[src/rtl/pba_pkg.sv]
// Shared types, codes and constants of the page bitmap allocator.
// No dependencies; every other file of the block but pba_ram refers to it by scoped names.
package pba_pkg;

    // Defaults of the top level parameters
    localparam int PAGES_PER_BLOCK_DEF = 16;
    localparam int TOTAL_BLOCKS_DEF    = 64;

    // Field widths
    localparam int ACTION_W = 2;
    localparam int BLOCK_W  = 6;
    localparam int PAGE_W   = 4;
    localparam int COUNT_W  = 11;
    localparam int STATUS_W = 3;

    // Bitmap layout: two bits per page, eight pages per memory word
    localparam int LANES     = 8;
    localparam int LANE_W    = 3;
    localparam int PAGE_BITS = 2;
    localparam int FREE_POS  = 0;
    localparam int REL_POS   = 1;

    // Configuration port
    localparam int   CFG_ADDR_W   = 3;
    localparam int   CFG_DATA_W   = 32;
    localparam int   CFG_IDX_BIT  = 2;
    localparam logic CFG_RESERVED = 1'b0;

    // Actions
    localparam logic [ACTION_W-1:0] ACT_MARK_USED    = 2'd0;
    localparam logic [ACTION_W-1:0] ACT_MARK_RELEASE = 2'd1;
    localparam logic [ACTION_W-1:0] ACT_FIND_FREE    = 2'd2;
    localparam logic [ACTION_W-1:0] ACT_FIND_RELEASE = 2'd3;

    // Result status codes
    localparam logic [STATUS_W-1:0] STAT_OK            = 3'd0;
    localparam logic [STATUS_W-1:0] STAT_ALLOCATED     = 3'd1;
    localparam logic [STATUS_W-1:0] STAT_NOT_ALLOCATED = 3'd2;
    localparam logic [STATUS_W-1:0] STAT_RELEASED      = 3'd3;
    localparam logic [STATUS_W-1:0] STAT_RANGE         = 3'd4;
    localparam logic [STATUS_W-1:0] STAT_NO_SPACE      = 3'd5;

    typedef struct packed {
        logic [ACTION_W-1:0] action;
        logic [BLOCK_W-1:0]  block_addr;
        logic [PAGE_W-1:0]   page_addr;
        logic [COUNT_W-1:0]  page_count;
    } cmd_word_t;

    typedef struct packed {
        logic [STATUS_W-1:0] status;
        logic [BLOCK_W-1:0]  found_block;
        logic [PAGE_W-1:0]   found_page;
        logic [COUNT_W-1:0]  run_length;
    } res_word_t;

    typedef enum logic [2:0] {
        S_CLEAR,
        S_IDLE,
        S_DECODE,
        S_MARK_RD,
        S_MARK_WR,
        S_FIND,
        S_DIV,
        S_DONE
    } state_t;

    // Controller to datapath commands
    typedef struct packed {
        logic                load_in;
        logic                mark_init;
        logic                mark_rd;
        logic                mark_wr;
        logic                find_init;
        logic                find_step;
        logic                div_init;
        logic                div_step;
        logic                clr_step;
        logic                finish;
        logic                found;
        logic [STATUS_W-1:0] code;
        logic                out_load;
    } ctl_t;

    // Datapath to controller status
    typedef struct packed {
        logic                is_mark;
        logic                cnt_zero;
        logic                start_bad;
        logic                idx_out;
        logic [STATUS_W-1:0] mark_code;
        logic                mark_last;
        logic                find_hit;
        logic                find_end;
        logic                div_done;
        logic                clr_last;
    } stat_t;

endpackage

[src/rtl/pba_ram.sv]
// Generic simple dual-port RAM with one write port and a registered read port.
// Depends on nothing.
module pba_ram #(
    parameter int WIDTH = 16,
    parameter int DEPTH = 128
) (
    input  logic                                   clk,
    input  logic                                   we,
    input  logic [((DEPTH > 1) ? $clog2(DEPTH) : 1)-1:0] waddr,
    input  logic [WIDTH-1:0]                       wdata,
    input  logic                                   re,
    input  logic [((DEPTH > 1) ? $clog2(DEPTH) : 1)-1:0] raddr,
    output logic [WIDTH-1:0]                       rdata
);

    logic [WIDTH-1:0] mem [DEPTH];
    logic [WIDTH-1:0] rdata_reg;

    // Write port
    always_ff @(posedge clk)
    begin
        if (we)
        begin
            mem[waddr] <= wdata;
        end
    end

    // Registered read, hold when not reading
    always_ff @(posedge clk)
    begin
        if (re)
        begin
            rdata_reg <= mem[raddr];
        end
    end

    assign rdata = rdata_reg;

endmodule

[src/rtl/pba_ctrl.sv]
// Sequencer of the page bitmap allocator: clearing pass, marks, scans, divide.
// Depends on pba_pkg; drives the datapath through pba_pkg::ctl_t commands.
module pba_ctrl (
    input  logic            clk,
    input  logic            rst_n,
    input  logic            cmd_valid,
    output logic            cmd_stall,
    output logic            res_valid,
    input  logic            res_stall,
    input  pba_pkg::stat_t  stat,
    output pba_pkg::ctl_t   ctl
);

    pba_pkg::state_t state_reg;
    pba_pkg::state_t state_next;
    logic            res_valid_reg;
    logic            out_free;

    // Result register can take a new word when empty or being drained
    assign out_free  = !res_valid_reg || !res_stall;
    assign cmd_stall = (state_reg != pba_pkg::S_IDLE);
    assign res_valid = res_valid_reg;

    // Next state
    always_comb
    begin
        state_next = state_reg;
        unique case (state_reg)
            pba_pkg::S_CLEAR:
            begin
                if (stat.clr_last)
                begin
                    state_next = pba_pkg::S_IDLE;
                end
            end
            pba_pkg::S_IDLE:
            begin
                if (cmd_valid)
                begin
                    state_next = pba_pkg::S_DECODE;
                end
            end
            pba_pkg::S_DECODE:
            begin
                priority if (!stat.is_mark)
                begin
                    state_next = pba_pkg::S_FIND;
                end
                else if (stat.cnt_zero || stat.start_bad)
                begin
                    state_next = pba_pkg::S_DONE;
                end
                else
                begin
                    state_next = pba_pkg::S_MARK_RD;
                end
            end
            pba_pkg::S_MARK_RD:
            begin
                state_next = stat.idx_out ? pba_pkg::S_DONE : pba_pkg::S_MARK_WR;
            end
            pba_pkg::S_MARK_WR:
            begin
                if ((stat.mark_code != pba_pkg::STAT_OK) || stat.mark_last)
                begin
                    state_next = pba_pkg::S_DONE;
                end
                else
                begin
                    state_next = pba_pkg::S_MARK_RD;
                end
            end
            pba_pkg::S_FIND:
            begin
                priority if (stat.find_hit)
                begin
                    state_next = pba_pkg::S_DIV;
                end
                else if (stat.find_end)
                begin
                    state_next = pba_pkg::S_DONE;
                end
            end
            pba_pkg::S_DIV:
            begin
                if (stat.div_done)
                begin
                    state_next = pba_pkg::S_DONE;
                end
            end
            pba_pkg::S_DONE:
            begin
                if (out_free)
                begin
                    state_next = pba_pkg::S_IDLE;
                end
            end
            default:
            begin
                state_next = pba_pkg::S_IDLE;
            end
        endcase
    end

    // Commands to the datapath
    always_comb
    begin
        ctl = '0;
        unique case (state_reg)
            pba_pkg::S_CLEAR:
            begin
                ctl.clr_step = 1'b1;
            end
            pba_pkg::S_IDLE:
            begin
                ctl.load_in = cmd_valid;
            end
            pba_pkg::S_DECODE:
            begin
                priority if (!stat.is_mark)
                begin
                    ctl.find_init = 1'b1;
                end
                else if (stat.cnt_zero)
                begin
                    ctl.finish = 1'b1;
                    ctl.code   = pba_pkg::STAT_OK;
                end
                else if (stat.start_bad)
                begin
                    ctl.finish = 1'b1;
                    ctl.code   = pba_pkg::STAT_RANGE;
                end
                else
                begin
                    ctl.mark_init = 1'b1;
                end
            end
            pba_pkg::S_MARK_RD:
            begin
                if (stat.idx_out)
                begin
                    ctl.finish = 1'b1;
                    ctl.code   = pba_pkg::STAT_RANGE;
                end
                else
                begin
                    ctl.mark_rd = 1'b1;
                end
            end
            pba_pkg::S_MARK_WR:
            begin
                ctl.mark_wr = 1'b1;
                if ((stat.mark_code != pba_pkg::STAT_OK) || stat.mark_last)
                begin
                    ctl.finish = 1'b1;
                    ctl.code   = stat.mark_code;
                end
            end
            pba_pkg::S_FIND:
            begin
                ctl.find_step = 1'b1;
                priority if (stat.find_hit)
                begin
                    ctl.div_init = 1'b1;
                end
                else if (stat.find_end)
                begin
                    ctl.finish = 1'b1;
                    ctl.code   = pba_pkg::STAT_NO_SPACE;
                end
            end
            pba_pkg::S_DIV:
            begin
                ctl.div_step = 1'b1;
                if (stat.div_done)
                begin
                    ctl.finish = 1'b1;
                    ctl.found  = 1'b1;
                    ctl.code   = pba_pkg::STAT_OK;
                end
            end
            pba_pkg::S_DONE:
            begin
                ctl.out_load = out_free;
            end
            default:
            begin
                ctl = '0;
            end
        endcase
    end

    // State and result valid flag
    always_ff @(posedge clk or negedge rst_n)
    begin
        if (!rst_n)
        begin
            state_reg     <= pba_pkg::S_CLEAR;
            res_valid_reg <= 1'b0;
        end
        else
        begin
            state_reg <= state_next;
            if (ctl.out_load)
            begin
                res_valid_reg <= 1'b1;
            end
            else if (!res_stall)
            begin
                res_valid_reg <= 1'b0;
            end
        end
    end

endmodule

[src/rtl/pba_dp.sv]
// Datapath of the page bitmap allocator: bitmap memory, mark and scan logic,
// start-to-block split and result register. Depends on pba_pkg and pba_ram.
module pba_dp #(
    parameter int PAGES_PER_BLOCK = pba_pkg::PAGES_PER_BLOCK_DEF,
    parameter int TOTAL_BLOCKS    = pba_pkg::TOTAL_BLOCKS_DEF
) (
    input  logic                         clk,
    input  logic                         rst_n,
    input  pba_pkg::cmd_word_t           cmd,
    input  logic [pba_pkg::BLOCK_W-1:0]  reserved,
    input  pba_pkg::ctl_t                ctl,
    output pba_pkg::stat_t               stat,
    output pba_pkg::res_word_t           res
);

    localparam int ALL_PAGES = TOTAL_BLOCKS * PAGES_PER_BLOCK;
    localparam int IDX_RAW   = $clog2(ALL_PAGES + 1);
    localparam int IDX_W     = (IDX_RAW > pba_pkg::LANE_W + 1) ? IDX_RAW : pba_pkg::LANE_W + 1;
    localparam int WORDS     = (ALL_PAGES + pba_pkg::LANES - 1) / pba_pkg::LANES;
    localparam int AW        = (WORDS > 1) ? $clog2(WORDS) : 1;
    localparam int SC_W      = $clog2(WORDS + 1);
    localparam int PW        = AW + pba_pkg::LANE_W;
    localparam int RW        = pba_pkg::LANES * pba_pkg::PAGE_BITS;
    localparam int SEL_W     = $clog2(RW);
    localparam int TB_RAW    = $clog2(TOTAL_BLOCKS + 1);
    localparam int BK_W      = (TB_RAW > pba_pkg::BLOCK_W) ? TB_RAW : pba_pkg::BLOCK_W;
    localparam int PB_RAW    = $clog2(PAGES_PER_BLOCK + 1);
    localparam int PG_W      = (PB_RAW > pba_pkg::PAGE_W) ? PB_RAW : pba_pkg::PAGE_W;
    localparam int RQ_W      = $clog2(PAGES_PER_BLOCK);
    localparam int DIV_W     = 1;

    // Reciprocal of the block size, exact for every run start below 2**IDX_W
    localparam int SH   = IDX_W + RQ_W;
    localparam int RC_W = IDX_W + 1;
    localparam longint unsigned RECIP_FULL =
        ((64'd1 << SH) + 64'(PAGES_PER_BLOCK) - 64'd1) / 64'(PAGES_PER_BLOCK);
    localparam logic [RC_W-1:0] RECIP = RC_W'(RECIP_FULL);

    // Latched command
    logic [pba_pkg::ACTION_W-1:0] action_reg;
    logic [pba_pkg::BLOCK_W-1:0]  blk_reg;
    logic [pba_pkg::PAGE_W-1:0]   pg_reg;
    logic [pba_pkg::COUNT_W-1:0]  cnt_reg;

    // Mark walk
    logic [IDX_W-1:0]             idx_reg;
    logic [pba_pkg::COUNT_W-1:0]  left_reg;

    // Scan
    logic [SC_W-1:0]              scan_addr_reg;
    logic                         pend_reg;
    logic [AW-1:0]                pend_addr_reg;
    logic [pba_pkg::COUNT_W-1:0]  run_reg;
    logic [IDX_W-1:0]             start_reg;

    // Block and page split
    logic [IDX_W-1:0]             quo_reg;
    logic [RQ_W-1:0]              rem_reg;
    logic [DIV_W-1:0]             div_cnt_reg;

    // Clearing pass and result
    logic [AW-1:0]                clr_addr_reg;
    logic [pba_pkg::STATUS_W-1:0] status_reg;
    logic                         found_reg;
    pba_pkg::res_word_t           res_reg;

    // Memory ports
    logic                         ram_we;
    logic [AW-1:0]                ram_waddr;
    logic [RW-1:0]                ram_wdata;
    logic                         ram_re;
    logic [AW-1:0]                ram_raddr;
    logic [RW-1:0]                ram_rdata;

    // Shared decode
    logic [BK_W-1:0]              res_ext;
    logic [BK_W-1:0]              blk_ext;
    logic [IDX_W-1:0]             fs_pages;
    logic [IDX_W-1:0]             start_idx;
    logic                         is_use;
    logic                         find_rel;
    logic                         scan_more;
    logic [AW-1:0]                idx_word;
    logic [pba_pkg::LANE_W-1:0]   idx_lane;

    // Mark page check
    logic [SEL_W-1:0]             sel_free;
    logic [SEL_W-1:0]             sel_rel;
    logic [pba_pkg::STATUS_W-1:0] mark_code;
    logic [RW-1:0]                mark_word;

    // Scan lanes
    logic [PW:0]                  n_lim;
    logic [pba_pkg::COUNT_W-1:0]  run_lane;
    logic [IDX_W-1:0]             start_lane;
    logic                         hit_lane;

    // Split arithmetic
    logic [IDX_W+RC_W-1:0]        div_prod;
    logic [IDX_W-1:0]             div_quo;
    logic [IDX_W-1:0]             div_back;

    assign res_ext   = BK_W'(reserved);
    assign blk_ext   = BK_W'(blk_reg);
    assign fs_pages  = (res_ext >= BK_W'(TOTAL_BLOCKS)) ? '0
                     : IDX_W'((BK_W'(TOTAL_BLOCKS) - res_ext) * PAGES_PER_BLOCK);
    assign start_idx = IDX_W'((blk_ext - res_ext) * PAGES_PER_BLOCK) + IDX_W'(pg_reg);
    assign is_use    = (action_reg == pba_pkg::ACT_MARK_USED);
    assign find_rel  = (action_reg != pba_pkg::ACT_FIND_FREE);
    assign scan_more = (scan_addr_reg < SC_W'(WORDS));
    assign idx_word  = AW'(idx_reg >> pba_pkg::LANE_W);
    assign idx_lane  = idx_reg[pba_pkg::LANE_W-1:0];

    // Status to the controller
    assign stat.is_mark   = !((action_reg == pba_pkg::ACT_FIND_FREE) ||
                              (action_reg == pba_pkg::ACT_FIND_RELEASE));
    assign stat.cnt_zero  = (cnt_reg == '0);
    assign stat.start_bad = (blk_ext < res_ext) || (blk_ext >= BK_W'(TOTAL_BLOCKS)) ||
                            (PG_W'(pg_reg) >= PG_W'(PAGES_PER_BLOCK));
    assign stat.idx_out   = (idx_reg >= fs_pages);
    assign stat.mark_code = mark_code;
    assign stat.mark_last = (left_reg == pba_pkg::COUNT_W'(1));
    assign stat.find_hit  = pend_reg && hit_lane;
    assign stat.find_end  = pend_reg && (pend_addr_reg == AW'(WORDS - 1));
    assign stat.div_done  = (div_cnt_reg == DIV_W'(1));
    assign stat.clr_last  = (clr_addr_reg == AW'(WORDS - 1));

    // Check one page of the word read for a mark, and clear its bit
    assign sel_free = SEL_W'(idx_lane * pba_pkg::PAGE_BITS + pba_pkg::FREE_POS);
    assign sel_rel  = SEL_W'(idx_lane * pba_pkg::PAGE_BITS + pba_pkg::REL_POS);

    always_comb
    begin
        mark_word = ram_rdata;
        priority if (is_use)
        begin
            mark_code           = ram_rdata[sel_free] ? pba_pkg::STAT_OK
                                                      : pba_pkg::STAT_ALLOCATED;
            mark_word[sel_free] = 1'b0;
        end
        else if (ram_rdata[sel_free])
        begin
            mark_code = pba_pkg::STAT_NOT_ALLOCATED;
        end
        else if (!ram_rdata[sel_rel])
        begin
            mark_code = pba_pkg::STAT_RELEASED;
        end
        else
        begin
            mark_code          = pba_pkg::STAT_OK;
            mark_word[sel_rel] = 1'b0;
        end
    end

    // Walk the eight pages of a scanned word, stopping at the first hit
    assign n_lim = (PW + 1)'(fs_pages);

    always_comb
    begin
        logic [PW-1:0] p_v;
        logic          avail_v;
        run_lane   = run_reg;
        start_lane = start_reg;
        hit_lane   = 1'b0;
        for (int j = 0; j < pba_pkg::LANES; j++)
        begin
            p_v     = {pend_addr_reg, pba_pkg::LANE_W'(j)};
            avail_v = (find_rel ? ram_rdata[j * pba_pkg::PAGE_BITS + pba_pkg::REL_POS]
                                : ram_rdata[j * pba_pkg::PAGE_BITS + pba_pkg::FREE_POS])
                      && ({1'b0, p_v} < n_lim);
            if (!hit_lane)
            begin
                if (avail_v)
                begin
                    if (run_lane == '0)
                    begin
                        start_lane = IDX_W'(p_v);
                    end
                    run_lane = run_lane + pba_pkg::COUNT_W'(1);
                    if (run_lane == cnt_reg)
                    begin
                        hit_lane = 1'b1;
                    end
                end
                else
                begin
                    run_lane = '0;
                end
            end
        end
    end

    // Split the run start: block by reciprocal multiply, page by back-multiply
    assign div_prod = (IDX_W + RC_W)'(start_reg) * (IDX_W + RC_W)'(RECIP);
    assign div_quo  = IDX_W'(div_prod >> SH);
    assign div_back = start_reg - quo_reg * IDX_W'(PAGES_PER_BLOCK);

    // Memory port selection
    assign ram_we    = ctl.clr_step || (ctl.mark_wr && (mark_code == pba_pkg::STAT_OK));
    assign ram_waddr = ctl.clr_step ? clr_addr_reg : idx_word;
    assign ram_wdata = ctl.clr_step ? '1 : mark_word;
    assign ram_re    = ctl.mark_rd || (ctl.find_step && scan_more);
    assign ram_raddr = ctl.mark_rd ? idx_word : AW'(scan_addr_reg);

    pba_ram #(
        .WIDTH (RW),
        .DEPTH (WORDS)
    ) u_ram (
        .clk   (clk),
        .we    (ram_we),
        .waddr (ram_waddr),
        .wdata (ram_wdata),
        .re    (ram_re),
        .raddr (ram_raddr),
        .rdata (ram_rdata)
    );

    // Control counters
    always_ff @(posedge clk or negedge rst_n)
    begin
        if (!rst_n)
        begin
            clr_addr_reg <= '0;
            pend_reg     <= 1'b0;
        end
        else
        begin
            if (ctl.clr_step)
            begin
                clr_addr_reg <= clr_addr_reg + AW'(1);
            end
            if (ctl.find_init)
            begin
                pend_reg <= 1'b0;
            end
            else if (ctl.find_step)
            begin
                pend_reg <= scan_more;
            end
        end
    end

    // Payload and working registers
    always_ff @(posedge clk)
    begin
        if (ctl.load_in)
        begin
            action_reg <= cmd.action;
            blk_reg    <= cmd.block_addr;
            pg_reg     <= cmd.page_addr;
            cnt_reg    <= cmd.page_count;
        end

        // Advance the mark walk on a page that passed
        if (ctl.mark_init)
        begin
            idx_reg  <= start_idx;
            left_reg <= cnt_reg;
        end
        else if (ctl.mark_wr && (mark_code == pba_pkg::STAT_OK))
        begin
            idx_reg  <= idx_reg + IDX_W'(1);
            left_reg <= left_reg - pba_pkg::COUNT_W'(1);
        end

        // Issue scan reads and fold in the word read last cycle
        if (ctl.find_init)
        begin
            scan_addr_reg <= '0;
            run_reg       <= '0;
            start_reg     <= '0;
        end
        else if (ctl.find_step)
        begin
            if (scan_more)
            begin
                scan_addr_reg <= scan_addr_reg + SC_W'(1);
                pend_addr_reg <= AW'(scan_addr_reg);
            end
            if (pend_reg)
            begin
                run_reg   <= run_lane;
                start_reg <= start_lane;
            end
        end

        // Split: block quotient first, then the page as the remainder from it
        if (ctl.div_init)
        begin
            div_cnt_reg <= '0;
        end
        else if (ctl.div_step)
        begin
            if (div_cnt_reg == '0)
            begin
                quo_reg <= div_quo;
            end
            else
            begin
                rem_reg <= RQ_W'(div_back);
            end
            div_cnt_reg <= div_cnt_reg + DIV_W'(1);
        end

        if (ctl.finish)
        begin
            status_reg <= ctl.code;
            found_reg  <= ctl.found;
        end

        // Result word; find fields only for a found run
        if (ctl.out_load)
        begin
            res_reg.status      <= status_reg;
            res_reg.found_block <= found_reg ? pba_pkg::BLOCK_W'(quo_reg) + reserved : '0;
            res_reg.found_page  <= found_reg ? pba_pkg::PAGE_W'(rem_reg) : '0;
            res_reg.run_length  <= found_reg ? run_reg : '0;
        end
    end

    assign res = res_reg;

endmodule

[src/rtl/page_bitmap_allocator_top.sv]
// Top level of the page bitmap allocator: configuration register, sequencer
// and datapath. Depends on pba_pkg, pba_ctrl, pba_dp (and pba_ram below it).
//
//   channel | signals                           | word type
//   --------+-----------------------------------+---------------------
//   cmd     | cmd_valid, cmd_stall, cmd         | pba_pkg::cmd_word_t
//   res     | res_valid, res_stall, res         | pba_pkg::res_word_t
//   config  | psel penable pwrite paddr pwdata  | reserved_blocks at 0
//           | prdata pready                     |
//
// A mark reads, then checks and writes, the bitmap word of each page in turn.
// A find reads one memory word of eight pages a cycle through the bitmap until
// a run is found or the bitmap ends, and splits the start of a found run into
// block and page. After reset a clearing pass writes the bitmap to all ones,
// one word a cycle; cmd_stall stays high meanwhile, config writes work.
// One result word is held in the output register; the next command is taken
// while it waits, and that command's result holds until the register frees.
module page_bitmap_allocator_top #(
    parameter int PAGES_PER_BLOCK = pba_pkg::PAGES_PER_BLOCK_DEF,
    parameter int TOTAL_BLOCKS    = pba_pkg::TOTAL_BLOCKS_DEF
) (
    input  logic                             clk,
    input  logic                             rst_n,
    input  logic                             cmd_valid,
    output logic                             cmd_stall,
    input  pba_pkg::cmd_word_t               cmd,
    output logic                             res_valid,
    input  logic                             res_stall,
    output pba_pkg::res_word_t               res,
    input  logic                             psel,
    input  logic                             penable,
    input  logic                             pwrite,
    input  logic [pba_pkg::CFG_ADDR_W-1:0]   paddr,
    input  logic [pba_pkg::CFG_DATA_W-1:0]   pwdata,
    output logic [pba_pkg::CFG_DATA_W-1:0]   prdata,
    output logic                             pready
);

    logic [pba_pkg::BLOCK_W-1:0] reserved_reg;
    logic                        reg_sel;
    pba_pkg::ctl_t               ctl;
    pba_pkg::stat_t              stat;

    // Register decode: one register, word aligned
    assign reg_sel = (paddr[pba_pkg::CFG_IDX_BIT] == pba_pkg::CFG_RESERVED);
    assign pready  = 1'b1;
    assign prdata  = reg_sel ? pba_pkg::CFG_DATA_W'(reserved_reg) : '0;

    // Write reserved_blocks in the access phase
    always_ff @(posedge clk or negedge rst_n)
    begin
        if (!rst_n)
        begin
            reserved_reg <= '0;
        end
        else if (psel && penable && pwrite && reg_sel)
        begin
            reserved_reg <= pwdata[pba_pkg::BLOCK_W-1:0];
        end
    end

    pba_ctrl u_ctrl (
        .clk       (clk),
        .rst_n     (rst_n),
        .cmd_valid (cmd_valid),
        .cmd_stall (cmd_stall),
        .res_valid (res_valid),
        .res_stall (res_stall),
        .stat      (stat),
        .ctl       (ctl)
    );

    pba_dp #(
        .PAGES_PER_BLOCK (PAGES_PER_BLOCK),
        .TOTAL_BLOCKS    (TOTAL_BLOCKS)
    ) u_dp (
        .clk      (clk),
        .rst_n    (rst_n),
        .cmd      (cmd),
        .reserved (reserved_reg),
        .ctl      (ctl),
        .stat     (stat),
        .res      (res)
    );

endmodule
[config.mk]
export PLATFORM = sky130hd
export DESIGN_NAME = page_bitmap_allocator_top
export DESIGN_NICKNAME = d
export VERILOG_FILES = /design/src/rtl/pba_pkg.sv /design/src/rtl/pba_ram.sv /design/src/rtl/pba_ctrl.sv /design/src/rtl/pba_dp.sv /design/src/rtl/page_bitmap_allocator_top.sv
export SDC_FILE = /design/constraint.sdc
export NUM_CORES = 2
export LEC_CHECK = 0
export ABC_AREA = 1
export BUFFER_PORTS_ARGS = -buffer_cell sky130_fd_sc_hd__buf_4
export CAP_MARGIN = 15
export CORE_ASPECT_RATIO = 0.9
export CORE_UTILIZATION = 35
export DETAILED_ROUTE_END_ITERATION = 12
export PLACE_DENSITY_LB_ADDON = 0.3
export SYNTH_ARGS = -nofsm -noshare
export SYNTH_HDL_FRONTEND = slang
export SYNTH_SLANG_ARGS = --single-unit
[constraint.sdc]
create_clock -name clk -period 8.45 [get_ports clk]
set_clock_uncertainty 0.05 [all_clocks]
set_input_delay 2.535 -clock clk [delete_from_list [all_inputs] [get_ports clk]]
set_output_delay 2.535 -clock clk [all_outputs]
set_load 0.03 [all_outputs]
==> metrics <==
run status complete, no violations; final setup fails 0; Area growth syn-to-layout 17.9%; hold buffer count at cts 0; most common cell after layout, fill and taps aside edfxtp_1; Die W 549 µm; slew margin rel. about 16%; Worst Setup Start Kind register; register area ~66000 µm²; Yosys Warn Count 0; initial antenna violation count 11; asr flop ratio synth less than 1%; Iter 0 DRT Violations 8220; DR WL/cell about 24 µm; final wirelength roughly 300000 µm; Most used DFF post-synth edfxtp_1; fmax about 0.12 GHz; DR vias between 60000 and 70000; most frequent cells in the layout edfxtp_1, nor2_1, o21ai_0, buf_4, o22ai_1; clk sinks about 2200; largest net degree at the start of global routing between 150 and 200; WS Path Type reg -> reg; EDFF count, synth approximately 2200; total grt overflow 0; Hold Crit Class reg -> reg; total CTS buffers 216; H-Tree Level Count 4; final-stage net count 8820; DRC viols 0; Core ar. ~270000 µm²; delay-heaviest family, CP simple AND/OR/NAND/NOR gates; max reg flops between 2000 and 2500; # IOs roughly 120; post-route cell area roughly 110000 µm²; Fill cells 25000; Mapped Area around 94000 µm²; clk slew on worst S/H paths 60 ps; Worst setup EP type register; GRT Total Usage between 20% and 30%; Least-Margin Pin Slew roughly 1300 ps; critical path's largest stage delay about 410 ps; Root Buffer clkbuf_16; leakage power a little under 40 nW; total power roughly 23 mW; RSZ-0062 raised after global routing yes; Synth cell types 66; vias in the first global route 63100; Placer Congestion 0.929; Final Util between 40% and 50%; area of the multi-input gates 26900 µm²; Tcrit/Tclk final 96.7%; Yosys reg bits 2202; Die Area 272000 µm²; Post-Place Cells ~12000; max cap viols 0; Die Span Y around 490 µm; cells after synthesis around 8200; non-filler cells, final between 10000 and 15000; first-pass GRT wire length around 430000 µm; total iterations of the first detailed-routing run 6; Critical Path RT 8910 ps; flop2flop setup slack 280 ps; Post-DP Area between 100000 and 150000 µm²; worst skew pair latency around 920 ps; row count 180; vias per cell roughly 5.5; Mean Syn Cell Area approximately 11 µm²; WP data arrival 8630 ps; sequential area share after synthesis between 60% and 70%; Peak VDD IR 0.168 mV; CP Max Fanout 6; slowest stage cell, crit path dfrtp_1; port bufs 68; Power Density just over 200 nW/µm²; remaining antenna violation count 0; CTS tree yes; Max Root-Sink Buffers 4; Initial Utilization between 30% and 40%; Final Hold Violating Endpoints 0; clock period minus worst slack between 8000 and 9000 ps; Total Neg Setup Slack 0 ps; crit path buf inv count 5; DP Wirelength roughly 170000 µm; fin. max-slew vios 0; share of cells above drive strength 1 ~17%
## logic make-up after synthesis
group,after synthesis,synth area share [%]
flops,2202,69.7
simple gates,2909,12.9
buf+inv,821,3.44
compound gates,2222,12.9
xor+xnor,43,0.443
mux,1,0.0119
fa+ha+maj,44,0.599
other cells,2,0.00796
## per-layer routing
metal / share of wire (%) / track usage, %
met1: 44 / 30.9
met2: 44 / 31.5
met3: 9.5 / 4.22
met4: 2.3 / 4.86
met5: 0.0085 / 0
## synthesized netlist by cell type, types with 40 or more instances
library cell	instances	share of area [%]
edfxtp_1	2154	69
nor2_1	1662	6.6
o21ai_0	1417	7.5
nand2_1	700	2.8
o22ai_1	673	4.5
clkbuf_1	466	1.9
inv_1	265	1.1
nand3_1	258	1.4
nand4_1	75	0.50
nand2_2	56	0.37
a21oi_1	45	0.24
ha_1	42	0.56
nor2_2	40	0.27
## layout make-up
cell class / count / area share [%]
inverters: 305 / 1.06
flip-flops and latches: 2202 / 59.1
diodes: 4 / 0.00900
multi-input cells: 5246 / 24.2
clock inverters: 126 / 1.20
well taps: 3549 / 3.99
clock buffers: 261 / 5.07
repair buffers: 740 / 5.40
## through the flow
| step | hold WS [ps] | setup slack [ps] |
|---|---|---|
| after floorplan | 350 | 320 |
| after global placement | 369 | -845 |
| after detailed placement | 371 | -627 |
| after CTS | 379 | 10.8 |
| after global routing | 392 | -295 |
| final | 374 | 281 |
## worst register-to-register path, delay by kind of cell (launching register included)
| family | cells | cell delay [ps] |
|---|---|---|
| DFF | 1 | 410 |
| adders and majority gates | 6 | 1160 |
| buffers and inverters | 5 | 490 |
| and+or+nand+nor | 49 | 5120 |
| AOI/OAI and AO/OA | 1 | 140 |
| xor gates and xnor gates | 3 | 520 |
## where the power goes
group          leakage, nW  internal (mW)  total [mW]  switching [mW]
Sequential            20.6           11.8        11.8         0.00706
Combinational         15.3          0.717        1.56           0.842
Clock                 3.43           5.56        9.69            4.13
Total                 39.3           18.1        23.1            4.98
## what timing repair did
action | in CTS | in global routing
buffers inserted | 6 | 45
resized for setup | 42 | 291
pin swaps | 20 | 164
endpoints found under the setup margin | 31 | 31
## final timing paths
kind | start | endpoint | cells past startpoint
max | reserved_reg[1] | u_dp.found_reg | 64
min | u_dp.start_reg[9] | u_dp.quo_reg[5] | 0
max reg2reg | reserved_reg[1] | u_dp.found_reg | 64
min reg2reg | u_dp.start_reg[9] | u_dp.quo_reg[5] | 0
max in group asynchronous | rst_n | u_dp.pend_reg | 1
min in group asynchronous | rst_n | u_dp.clr_addr_reg[1] | 1
Note: power is estimated with default switching activity, not from simulation.
